`config.mk`:
```
export PLATFORM = sky130hd
export DESIGN_NAME = binomial_probability_unit_core
export DESIGN_NICKNAME = d
export VERILOG_FILES = /design/src/rtl/core/bpu_pkg.sv /design/src/rtl/core/binomial_probability_unit_core.sv /design/src/rtl/core/bpu_dpath.sv /design/src/rtl/core/bpu_ctrl.sv
export SDC_FILE = /design/constraint.sdc
export NUM_CORES = 2
export LEC_CHECK = 0
export BUFFER_PORTS_ARGS = -buffer_cell sky130_fd_sc_hd__buf_2
export CAP_MARGIN = 5
export CORE_MARGIN = 4
export CORE_UTILIZATION = 45
export CTS_CLUSTER_DIAMETER = 100
export DETAILED_ROUTE_END_ITERATION = 16
export GPL_TIMING_DRIVEN = 0
export PLACE_DENSITY = 0.68
export SLEW_MARGIN = 10
export SYNTH_ARGS = -nofsm -noshare
export SYNTH_HDL_FRONTEND = slang
export SYNTH_SLANG_ARGS = --single-unit
```
`constraint.sdc`:
```
create_clock -name clk_i -period 41.1 [get_ports clk_i]
set_clock_uncertainty 0.05 [all_clocks]
set_input_delay 2.055 -clock clk_i [delete_from_list [all_inputs] [get_ports clk_i]]
set_output_delay 2.055 -clock clk_i [all_outputs]
set_load 0.005 [all_outputs]
```
`src/rtl/core/bpu_pkg.sv`:
```
// ----------------------------------------------------------------------------
// bpu_pkg
// Shared types and constants of the binomial probability unit.
// ----------------------------------------------------------------------------
`timescale 1ns / 1ps
`default_nettype none

package bpu_pkg;

  localparam int unsigned MAX_TRIALS_DEF     = 34;
  localparam int unsigned PROB_FRAC_BITS_DEF = 16;

  localparam int unsigned CNT_FIELD_W  = 6;
  localparam int unsigned PROB_FIELD_W = 17;
  localparam int unsigned RES_W        = 32;

  typedef struct packed {
    logic [CNT_FIELD_W-1:0]  trials;
    logic [CNT_FIELD_W-1:0]  successes;
    logic [PROB_FIELD_W-1:0] success_prob;
    logic                    cumulative;
  } in_t;

  typedef struct packed {
    logic [RES_W-1:0] probability;
    logic             status;
  } out_t;

  typedef enum logic [3:0] {
    OP_NONE,
    OP_LOAD,
    OP_PAS_STEP,
    OP_ROT,
    OP_TERM,
    OP_MUL_P,
    OP_MUL_Q,
    OP_ITER_CLR,
    OP_ADD,
    OP_NEXT,
    OP_ACC,
    OP_SHIFT,
    OP_ROUND,
    OP_PUSH
  } op_e;

  typedef struct packed {
    op_e op;
  } cmd_t;

  typedef struct packed {
    logic bad;
    logic pas_done;
    logic cnt_at_x;
    logic limb_last;
    logic expp_done;
    logic expq_done;
    logic x_last;
    logic shift_done;
  } stat_t;

endpackage

`default_nettype wire

```
`src/rtl/core/binomial_probability_unit_core.sv`:
```
// ----------------------------------------------------------------------------
// binomial_probability_unit_core
// Exact binomial PMF or CDF in fixed point, Q1.16 in and Q0.32 out.
// ----------------------------------------------------------------------------
// One query at a time. With M = MAX_TRIALS, L = ceil((M*PROB_FRAC_BITS+1)/32)
// limbs of 32 bits and n trials, a query builds the Pascal row on the
// coefficient shift line, rotates to the first coefficient s (0 for the
// CDF, successes for the PMF), then for each summed term multiplies by p
// and q and adds on the 32-bit limb-serial multiply-add unit, then scales
// and rounds. A query with successes above trials skips the computation
// and returns status set with a zero probability. A finished result sits
// in the output register while the next query is taken.
// ----------------------------------------------------------------------------
`timescale 1ns / 1ps
`default_nettype none

module binomial_probability_unit_core
  import bpu_pkg::*;
#(
  parameter int unsigned MAX_TRIALS     = MAX_TRIALS_DEF,
  parameter int unsigned PROB_FRAC_BITS = PROB_FRAC_BITS_DEF
) (
  input  wire      clk_i,
  input  wire      rst_ni,
  input  wire      in_valid_i,
  output logic     in_stall_o,
  input  wire in_t in_data_i,
  output logic     out_valid_o,
  input  wire      out_stall_i,
  output out_t     out_data_o
);

  cmd_t  cmd;
  stat_t stat;
  logic  busy;

  bpu_ctrl u_ctrl (
    .clk_i       (clk_i),
    .rst_ni      (rst_ni),
    .in_valid_i  (in_valid_i),
    .busy_o      (busy),
    .out_stall_i (out_stall_i),
    .out_valid_o (out_valid_o),
    .stat_i      (stat),
    .cmd_o       (cmd)
  );

  bpu_dpath #(
    .MAX_TRIALS     (MAX_TRIALS),
    .PROB_FRAC_BITS (PROB_FRAC_BITS)
  ) u_dpath (
    .clk_i      (clk_i),
    .rst_ni     (rst_ni),
    .cmd_i      (cmd),
    .in_data_i  (in_data_i),
    .stat_o     (stat),
    .out_data_o (out_data_o)
  );

  assign in_stall_o = busy;

  a_busy_after_transfer : assert property (
    @(posedge clk_i) disable iff (!rst_ni)
    in_valid_i && !in_stall_o |=> in_stall_o
  ) else $error("input transfer did not start a query");

  a_bad_gives_zero : assert property (
    @(posedge clk_i) disable iff (!rst_ni)
    out_valid_o && out_data_o.status |-> out_data_o.probability == '0
  ) else $error("error status with nonzero probability");

  a_push_only_when_busy : assert property (
    @(posedge clk_i) disable iff (!rst_ni)
    cmd.op == OP_PUSH |-> in_stall_o
  ) else $error("result pushed while idle");

endmodule

`default_nettype wire

```
`src/rtl/core/bpu_dpath.sv`:
```
// ----------------------------------------------------------------------------
// bpu_dpath
// Pascal row line, limb-serial multiplier and adder, sum, scaler and result.
// ----------------------------------------------------------------------------
`timescale 1ns / 1ps
`default_nettype none

module bpu_dpath
  import bpu_pkg::*;
#(
  parameter int unsigned MAX_TRIALS     = MAX_TRIALS_DEF,
  parameter int unsigned PROB_FRAC_BITS = PROB_FRAC_BITS_DEF
) (
  input  wire        clk_i,
  input  wire        rst_ni,
  input  wire cmd_t  cmd_i,
  input  wire in_t   in_data_i,
  output stat_t      stat_o,
  output out_t       out_data_o
);

  localparam int unsigned F     = PROB_FRAC_BITS;
  localparam int unsigned D     = MAX_TRIALS + 1;
  localparam int unsigned CFW   = MAX_TRIALS;
  localparam int unsigned PW    = F + 1;
  localparam int unsigned MW    = (PW > PROB_FIELD_W) ? PW : PROB_FIELD_W;
  localparam int unsigned NL    = (MAX_TRIALS * F + 1 + 31) / 32;
  localparam int unsigned TW    = NL * 32;
  localparam int unsigned AW    = TW + 72;
  localparam int unsigned CNTW  = $clog2(D + NL + 1);
  localparam int unsigned PRW   = 32 + PW + 1;
  localparam int unsigned CRW   = PW + 1;
  localparam int unsigned RW    = F + 41;

  localparam logic [PW-1:0] ONE = PW'(1) << F;

  logic [CFW-1:0]         line_q [D];
  logic [CFW-1:0]         line_d [D];
  logic [CFW-1:0]         prev_q, prev_d;
  logic [CNTW-1:0]        cnt_q, cnt_d;
  logic [CNT_FIELD_W-1:0] iter_q, iter_d;
  logic [CNT_FIELD_W-1:0] n_q, n_d, k_q, k_d, x_q, x_d;
  logic [PW-1:0]          p_q, p_d;
  logic                   bad_q, bad_d;
  logic [TW-1:0]          term_q, term_d, sum_q, sum_d;
  logic [CRW-1:0]         carry_q, carry_d;
  logic [AW-1:0]          acc_q, acc_d;
  logic [RES_W-1:0]       res_q, res_d;
  logic                   sts_q, sts_d;
  out_t                   out_q, out_d;

  logic [CNT_FIELD_W-1:0] n_in;
  logic [MW-1:0]          p_ext;
  logic [PW-1:0]          q_val, mul_m;
  logic [PRW-1:0]         prod;
  logic [32:0]            add_s;
  logic                   pas_last, limb_last;
  logic [RW-1:0]          rnd;
  logic                   sat;

  assign pas_last  = (cnt_q == CNTW'(D - 1));
  assign limb_last = (cnt_q == CNTW'(NL - 1));
  assign q_val     = ONE - p_q;
  assign mul_m     = (cmd_i.op == OP_MUL_P) ? p_q : q_val;
  assign prod      = PRW'(term_q[31:0]) * PRW'(mul_m) + PRW'(carry_q);
  assign add_s     = 33'(sum_q[31:0]) + 33'(term_q[31:0]) + 33'(carry_q[0]);
  assign rnd       = RW'(acc_q[F+39:0]) + (RW'(1) << (F - 1));

  assign n_in  = (in_data_i.trials > CNT_FIELD_W'(MAX_TRIALS)) ?
                 CNT_FIELD_W'(MAX_TRIALS) : in_data_i.trials;
  assign p_ext = MW'(in_data_i.success_prob);

  always_comb begin
    if (n_q == '0) begin
      sat = |acc_q[AW-1:32];
    end else begin
      sat = (|acc_q[AW-1:F+40]) || (|rnd[RW-1:F+32]);
    end
  end

  always_comb begin
    line_d  = line_q;
    prev_d  = prev_q;
    cnt_d   = cnt_q;
    iter_d  = iter_q;
    n_d     = n_q;
    k_d     = k_q;
    x_d     = x_q;
    p_d     = p_q;
    bad_d   = bad_q;
    term_d  = term_q;
    sum_d   = sum_q;
    carry_d = carry_q;
    acc_d   = acc_q;
    res_d   = res_q;
    sts_d   = sts_q;
    out_d   = out_q;
    case (cmd_i.op)
      OP_LOAD: begin
        n_d   = n_in;
        k_d   = in_data_i.successes;
        p_d   = (p_ext > MW'(ONE)) ? ONE : PW'(p_ext);
        bad_d = in_data_i.successes > n_in;
        x_d   = in_data_i.cumulative ? '0 : in_data_i.successes;
        for (int i = 0; i < D; i++) begin
          line_d[i] = '0;
        end
        line_d[0] = CFW'(1);
        prev_d = '0;
        cnt_d  = '0;
        iter_d = '0;
        sum_d  = '0;
        res_d  = '0;
        sts_d  = in_data_i.successes > n_in;
      end
      OP_PAS_STEP: begin
        for (int i = 0; i < D - 1; i++) begin
          line_d[i] = line_q[i+1];
        end
        line_d[D-1] = line_q[0] + prev_q;
        if (pas_last) begin
          prev_d = '0;
          cnt_d  = '0;
          iter_d = iter_q + 1'b1;
        end else begin
          prev_d = line_q[0];
          cnt_d  = cnt_q + 1'b1;
        end
      end
      OP_ROT, OP_NEXT: begin
        for (int i = 0; i < D - 1; i++) begin
          line_d[i] = line_q[i+1];
        end
        line_d[D-1] = line_q[0];
        if (cmd_i.op == OP_ROT) begin
          cnt_d = cnt_q + 1'b1;
        end else begin
          x_d = x_q + 1'b1;
        end
      end
      OP_TERM: begin
        term_d  = TW'(line_q[0]);
        iter_d  = '0;
        cnt_d   = '0;
        carry_d = '0;
      end
      OP_MUL_P, OP_MUL_Q: begin
        term_d = (term_q >> 32) | (TW'(prod[31:0]) << (TW - 32));
        if (limb_last) begin
          cnt_d   = '0;
          carry_d = '0;
          iter_d  = iter_q + 1'b1;
        end else begin
          cnt_d   = cnt_q + 1'b1;
          carry_d = CRW'(prod >> 32);
        end
      end
      OP_ITER_CLR: begin
        iter_d = '0;
      end
      OP_ADD: begin
        sum_d  = (sum_q >> 32) | (TW'(add_s[31:0]) << (TW - 32));
        term_d = term_q >> 32;
        if (limb_last) begin
          cnt_d   = '0;
          carry_d = '0;
        end else begin
          cnt_d   = cnt_q + 1'b1;
          carry_d = CRW'(add_s[32]);
        end
      end
      OP_ACC: begin
        acc_d  = AW'(sum_q) << 32;
        iter_d = '0;
      end
      OP_SHIFT: begin
        acc_d  = acc_q >> F;
        iter_d = iter_q + 1'b1;
      end
      OP_ROUND: begin
        sts_d = 1'b0;
        if (sat) begin
          res_d = '1;
        end else if (n_q == '0) begin
          res_d = acc_q[31:0];
        end else begin
          res_d = rnd[F+31:F];
        end
      end
      OP_PUSH: begin
        out_d.probability = res_q;
        out_d.status      = sts_q;
      end
      default: begin
      end
    endcase
  end

  always_ff @(posedge clk_i or negedge rst_ni) begin
    if (!rst_ni) begin
      cnt_q  <= '0;
      iter_q <= '0;
    end else begin
      cnt_q  <= cnt_d;
      iter_q <= iter_d;
    end
  end

  always_ff @(posedge clk_i) begin
    line_q  <= line_d;
    prev_q  <= prev_d;
    n_q     <= n_d;
    k_q     <= k_d;
    x_q     <= x_d;
    p_q     <= p_d;
    bad_q   <= bad_d;
    term_q  <= term_d;
    sum_q   <= sum_d;
    carry_q <= carry_d;
    acc_q   <= acc_d;
    res_q   <= res_d;
    sts_q   <= sts_d;
    out_q   <= out_d;
  end

  assign stat_o.bad        = bad_q;
  assign stat_o.pas_done   = (iter_q == n_q);
  assign stat_o.cnt_at_x   = (cnt_q == CNTW'(x_q));
  assign stat_o.limb_last  = limb_last;
  assign stat_o.expp_done  = (iter_q == x_q);
  assign stat_o.expq_done  = (iter_q == (n_q - x_q));
  assign stat_o.x_last     = (x_q == k_q);
  assign stat_o.shift_done = (n_q == '0) || (iter_q == (n_q - 1'b1));
  assign out_data_o        = out_q;

endmodule

`default_nettype wire

```
`src/rtl/core/bpu_ctrl.sv`:
```
// ----------------------------------------------------------------------------
// bpu_ctrl
// Sequencer of the binomial probability unit and output valid register.
// ----------------------------------------------------------------------------
`timescale 1ns / 1ps
`default_nettype none

module bpu_ctrl
  import bpu_pkg::*;
(
  input  wire        clk_i,
  input  wire        rst_ni,
  input  wire        in_valid_i,
  output logic       busy_o,
  input  wire        out_stall_i,
  output logic       out_valid_o,
  input  wire stat_t stat_i,
  output cmd_t       cmd_o
);

  typedef enum logic [11:0] {
    S_IDLE  = 12'b0000_0000_0001,
    S_CHK   = 12'b0000_0000_0010,
    S_PAS   = 12'b0000_0000_0100,
    S_SEEK  = 12'b0000_0000_1000,
    S_TERM  = 12'b0000_0001_0000,
    S_MULP  = 12'b0000_0010_0000,
    S_MULQ  = 12'b0000_0100_0000,
    S_ADD   = 12'b0000_1000_0000,
    S_NEXT  = 12'b0001_0000_0000,
    S_SHIFT = 12'b0010_0000_0000,
    S_ROUND = 12'b0100_0000_0000,
    S_FIN   = 12'b1000_0000_0000
  } state_e;

  state_e state_q, state_d;
  logic   out_valid_q, out_valid_d;
  logic   push;

  always_comb begin
    state_d   = state_q;
    cmd_o.op  = OP_NONE;
    push      = 1'b0;
    case (state_q)
      S_IDLE: begin
        if (in_valid_i) begin
          cmd_o.op = OP_LOAD;
          state_d  = S_CHK;
        end
      end
      S_CHK: begin
        state_d = stat_i.bad ? S_FIN : S_PAS;
      end
      S_PAS: begin
        if (stat_i.pas_done) begin
          state_d = S_SEEK;
        end else begin
          cmd_o.op = OP_PAS_STEP;
        end
      end
      S_SEEK: begin
        if (stat_i.cnt_at_x) begin
          state_d = S_TERM;
        end else begin
          cmd_o.op = OP_ROT;
        end
      end
      S_TERM: begin
        cmd_o.op = OP_TERM;
        state_d  = S_MULP;
      end
      S_MULP: begin
        if (stat_i.expp_done) begin
          cmd_o.op = OP_ITER_CLR;
          state_d  = S_MULQ;
        end else begin
          cmd_o.op = OP_MUL_P;
        end
      end
      S_MULQ: begin
        if (stat_i.expq_done) begin
          state_d = S_ADD;
        end else begin
          cmd_o.op = OP_MUL_Q;
        end
      end
      S_ADD: begin
        cmd_o.op = OP_ADD;
        if (stat_i.limb_last) begin
          state_d = S_NEXT;
        end
      end
      S_NEXT: begin
        if (stat_i.x_last) begin
          cmd_o.op = OP_ACC;
          state_d  = S_SHIFT;
        end else begin
          cmd_o.op = OP_NEXT;
          state_d  = S_TERM;
        end
      end
      S_SHIFT: begin
        if (stat_i.shift_done) begin
          state_d = S_ROUND;
        end else begin
          cmd_o.op = OP_SHIFT;
        end
      end
      S_ROUND: begin
        cmd_o.op = OP_ROUND;
        state_d  = S_FIN;
      end
      S_FIN: begin
        if (!out_valid_q || !out_stall_i) begin
          cmd_o.op = OP_PUSH;
          push     = 1'b1;
          state_d  = S_IDLE;
        end
      end
      default: begin
        state_d = S_IDLE;
      end
    endcase
  end

  always_comb begin
    if (push) begin
      out_valid_d = 1'b1;
    end else if (!out_stall_i) begin
      out_valid_d = 1'b0;
    end else begin
      out_valid_d = out_valid_q;
    end
  end

  always_ff @(posedge clk_i or negedge rst_ni) begin
    if (!rst_ni) begin
      state_q     <= S_IDLE;
      out_valid_q <= 1'b0;
    end else begin
      state_q     <= state_d;
      out_valid_q <= out_valid_d;
    end
  end

  assign busy_o      = (state_q != S_IDLE);
  assign out_valid_o = out_valid_q;

endmodule

`default_nettype wire
```
# After elaboration in Yosys (flattened, before gate mapping)
# Cells that the tools add are included.
[totals]
regBits = 3169
out_inout_bits = 35
[classes]
n_addsub = 11
mul = 1
order_cmp = 3
eq_ne = 47
muxes = 50
bitwise_logic = 2
n_reduce_logical = 27
[op_table]
columns = ["cell", "count"]
rows = [
  ["$pmux 1190 s3", 1],
  ["$pmux 576 s3", 1],
  ["$pmux 648 s2", 1],
  ["$or 544x576->576", 2],
  ["$pmux 576 s2", 1],
  ["$reduce_or 616->1", 1],
  ["$reduce_or 592->1", 1],
  ["$pmux 12 s12", 1],
  ["$mux 12", 9],
  ["$pmux 34 s2", 1],
  ["$mux 32", 2],
  ["$pmux 32 s2", 1],
  ["$add 56x16->57 const B", 1],
  ["$pmux 18 s3", 1],
  ["$add 49x18->50", 1],
  ["$mul 32x17->49", 1],
  ["$mux 6", 8],
  ["$pmux 6 s4", 2],
  ["$pmux 4 s11", 1],
  ["$eq 6x6->1", 6],
  ["$add 34x34->34", 1],
  ["$mux 34", 1],
  ["$add 32x32->33", 1],
  ["$add 33x1->33", 1],
  ["other kinds (50)", 94],
]

# Depth between registers and ports, before layout
[depth]
word_depth = 11
ltp_mapped = 33

# Hierarchy
# A second synthesis with hierarchy kept.
[unflattened]
cells_unflattened = 11189
area_unflattened_um2 = 143911.8
[by_module_without_submodules]
columns = ["mod", "instances", "cells_per_inst", "area_each_um2", "seq_area_each_um2"]
rows = [
  ["bpu_dpath", 1, 11074, 142925.8, 93509.7],
  ["bpu_ctrl", 1, 115, 985.9, 326.6],
]

# Worst setup path before layout
# OpenSTA, ideal clock, no wires.
[synth_path]
path_kind = "in2reg"
start = "input port in_valid_i"
end = "register u_dpath.line_q[0] (netlist name), enable pin"
setup_time_ps = 11066
arrival_time_ps = 28326
required_time_ps = 29984
slack_ps = 1658
stages = 2
n_path_buf = 0
path_cell_list = "nand2_1 -> nand3_1"
[synth_via]
elab_chain_len = 5
elab_cells_between_ends = 8
[synth_rtl]
columns = ["item", "line_no", "source"]
rows = [
  ["start, declared", "binomial_probability_unit_core.sv:25", "input wire in_valid_i,"],
  ["$mux 1 *", "bpu_ctrl.sv:46", "if (in_valid_i) begin"],
  ["$pmux 4 s11 *", "bpu_ctrl.sv:44", "case (state_q)"],
  ["$eq 4x4->1 / $eq 4x2->1 (equally long branches)", "bpu_dpath.sv:98", "case (cmd_i.op)"],
  ["$reduce_or 2->1", "bpu_dpath.sv:98", ""],
  ["$reduce_bool 3->1 (no source line) *", "n/a", ""],
  ["end signal, assigned", "bpu_dpath.sv:210", "line_q <= line_d;"],
  ["end, declared", "bpu_dpath.sv:37", "logic [CFW-1:0] line_q [D];"],
]
# Every way passes the cells marked *; elsewhere a longest branch is shown, timed or not.
# A chain may end at the register's enable or synchronous reset.

# Worst setup path in the final report
[layout_path]
start = "register u_dpath.x_q[1]"
end = "register u_dpath.carry_q[0], data pin"
[layout_via]
elab_chain_len = 10
elab_cells_between_ends = 20
[layout_rtl]
columns = ["item", "line_no", "source"]
rows = [
  ["start, declared", "bpu_dpath.sv:42", "logic [CNT_FIELD_W-1:0] n_q, n_d, k_q, k_d, x_q, x_d;"],
  ["start signal, assigned", "bpu_dpath.sv:214", "x_q <= x_d;"],
  ["$sub 6x6->6", "bpu_dpath.sv:231", "assign stat_o.expq_done = (iter_q == (n_q - x_q));"],
  ["$eq 6x6->1", "bpu_dpath.sv:231", ""],
  ["$mux 3", "bpu_ctrl.sv:81", "if (stat_i.expq_done) begin"],
  ["$pmux 4 s11 *", "bpu_ctrl.sv:44", ""],
  ["$eq 4x3->1", "bpu_dpath.sv:64, bpu_dpath.sv:98", ""],
  ["$mux 17", "bpu_dpath.sv:64", "assign mul_m = (cmd_i.op == OP_MUL_P) ? p_q : q_val;"],
  ["$mul 32x17->49", "bpu_dpath.sv:65", "assign prod = PRW'(term_q[31:0]) * PRW'(mul_m) + PRW'(carry_q);"],
  ["$add 49x18->50", "bpu_dpath.sv:65", ""],
  ["$mux 18", "bpu_dpath.sv:149", "if (limb_last) begin"],
  ["$pmux 18 s3 *", "bpu_dpath.sv:98", ""],
  ["named net u_dpath.carry_d[0]", "bpu_dpath.sv:46", "logic [CRW-1:0] carry_q, carry_d;"],
  ["end signal, assigned", "bpu_dpath.sv:219", "carry_q <= carry_d;"],
  ["end, declared", "bpu_dpath.sv:46", ""],
]
# The timed path passes the listed nets; every way through them passes the cells marked *.

==> qor.csv <==
metric,value,unit
final wirelength,320000,um
"Clk Latency, worst-skew pair",0.91,ns
Core ar.,316000,um^2
Synth cell types,92,
hold-fix buffers at CTS,0,
Setup-failing EPs final,0,
Post-Syn Area per Cell,14.6,um^2
register area share after synthesis,0.655,
largest net degree at the start of global routing,67,
total grt overflow,0,
DRC viols,0,
I/O pin count,69,
vias in the first global route,78800,
first-pass GRT wire length,483000,um
Post-CTS Setup Inserts,0,
fin. max-slew vios,0,
clk root buf,clkbuf_16,
net count reported at finish,11000,
setup_tns,0,ns
gp weighted congestion,0.932,
WP data required,41.63,ns
RSZ-0062 raised after global routing,no,
CP arrival,12.10,ns
Initial Utilization,0.454,
fraction of registers with async set or reset after synthesis,0.00799,
final hold viol count,0,
die span in x,572,um
Routed Antenna Nets,0,
Yosys top cell by area,edfxtp_1,
crit path kind,reg -> reg,
CTS sink count,3129,
HP Class,reg -> reg,
CP Max Fanout,10,
post-DP HPWL,232000,um
Max Root-Sink Buffers,4,
Syn Inst Count,9814,
Synth Register Bits,3129,
final cycle utilization of the critical path,0.282,
fin cells,14700,
Tmin final,11.58,ns
Crit. End Element,register,
number of max-cap violations,0,
number of flops mapped to enable cells by yosys,3104,
# H-tree levels,5,
"Primary FF master, synth",edfxtp_1,
Fmax,86.4,MHz
Initial DRT Pass Iterations,5,
status,"finished, final reports clean",
"Slowest-stage cell, CP",xnor2_1,
die height,572,um
slew margin rel.,0.112,
1st-iter DRT viols,6210,
via/cell ratio,5.23,
initial antenna violation count,16,
row cnt,206,
actual slew at the worst max-slew pin,1.30,ns
CP dominant cell by count,fa_1,
top-area cell type share of the netlist area,0.651,
die area,327000,um^2
Synth Cell Area,143000,um^2
Total GRT Usage,0.194,
DP Cell Count,14100,
Syn Nets,10500,
vias,76700,
fraction of layout cells with a size suffix above 1,0.129,
max incr delay on CP,0.86,ns
CTS Buf Count,324,
WL per Instance,21.8,um
Port Buffer Count,68,
synth warn,0,
crit start category,register,
Synth area leaders,"edfxtp_1, and2_1, fa_1",
clock transition at the registers of the reported paths,0.06,ns
cts repair resizes,0,
Area growth syn-to-layout,12.4,%
CTS tree,built,
[layer usage]
layer	global-route usage	routed length (um)
met1	0.259	133000
met2	0.321	154000
met3	0.0320	20400
met4	0.0710	12700
met5	0	22
[flip-flops by register name, summed over array words and instances (netlist names)]
register            count
u_ctrl.state_q         12
u_ctrl.out_valid_o      1
u_dpath.sts_q           1
u_dpath.iter_q          6
u_dpath.res_q          32
u_dpath.acc_q         608
u_dpath.k_q             6
u_dpath.x_q             6
u_dpath.sum_q         576
u_dpath.bad_q           1
u_dpath.line_q       1190
u_dpath.carry_q        18
u_dpath.n_q             6
u_dpath.out_data_o     33
u_dpath.prev_q         34
u_dpath.cnt_q           6
u_dpath.term_q        576
u_dpath.p_q            17
[layout by cell type, fill, tap and decap left out, types with 159 or more instances in the layout]
| cell type | netlist | final |
|---|---|---|
| clkbuf_16 | 0 | 325 |
| nor2_1 | 179 | 179 |
| ha_1 | 225 | 225 |
| inv_1 | 610 | 608 |
| clkbuf_1 | 360 | 411 |
| nand2_1 | 435 | 431 |
| fa_1 | 472 | 472 |
| and2_1 | 2548 | 2548 |
| nor4_1 | 161 | 159 |
| mux2_2 | 594 | 594 |
| edfxtp_1 | 3104 | 3104 |
[worst paths after layout]
kind / from / end / slack, ns / cells past startpoint
max in group asynchronous: rst_ni / u_ctrl.state_q[7] / 39.47 / 1
min: u_dpath.res_q[12] / u_dpath.out_data_o[13] / 0.37 / 0
max reg2reg: u_dpath.x_q[1] / u_dpath.carry_q[0] / 29.52 / 31
max: u_dpath.x_q[1] / u_dpath.carry_q[0] / 29.52 / 31
min in group asynchronous: rst_ni / u_ctrl.state_q[2] / 1.11 / 1
min reg2reg: u_dpath.res_q[12] / u_dpath.out_data_o[13] / 0.37 / 0
[cell usage after synthesis (13+ instances only)]
master	count
a211oi_1	30
a21o_1	60
a21oi_1	130
and2_1	2548
and3_1	26
buf_1	13
buf_2	84
clkbuf_1	360
dfrtp_1	24
edfxtp_1	3104
fa_1	472
ha_1	225
inv_1	610
mux2_2	594
nand2_1	435
nand2b_1	24
nand3_1	51
nand4_1	56
nor2_1	179
nor2b_1	39
nor3_1	42
nor4_1	161
o211ai_1	16
o21a_1	16
o21ai_0	105
o21ai_2	30
or3_1	13
xnor2_1	94
xor2_1	85
[cell type report]
type                    count  area (um^2)
well taps                4160         5200
flip-flops and latches   3129        93800
inverters                 610         2290
plain buffers             465         1890
fillers                 25800       155000
clock buffers             378         8330
clock inverters           197         2290
diodes                      4         10.0
multi-input cells        5610        45300
repair buffers            128         1840
[logic make-up after synthesis]
kind of cell             Yosys count  share of synthesized area
AO/OA/AOI/OAI                    499                     0.0234
XOR/XNOR                         179                     0.0109
adder cells (fa/ha/maj)          697                     0.0856
buffers and inverters           1075                     0.0292
flip-flops                      3129                      0.655
multiplexers                     600                     0.0472
AND/OR/NAND/NOR                 3635                      0.148
[worst max-delay path: cells and delay by family, from the launching register on]
family,cells,cell delay [ns]
AOI/OAI and AO/OA,7,2.13
xor gates and xnor gates,3,1.59
adders and majority gates,7,3.13
buffers and inverters,8,1.48
DFF,1,0.45
and+or+nand+nor,6,2.42
[metrics by stage]
step	hold WS (ns)	setup slack (ns)	utilization	instance area, um^2
floorplan	0.350	1.66	-	143000
global placement	0.358	-10.47	0.471	149000
detailed placement	0.355	29.38	0.476	150000
CTS	0.371	29.47	0.510	161000
global route	0.379	29.11	0.510	161000
finish	0.371	29.52	0.510	161000
Power is left out: the tool's default activity adds up to more than one toggle a clock period on the data nets, which glitch-free logic cannot reach.
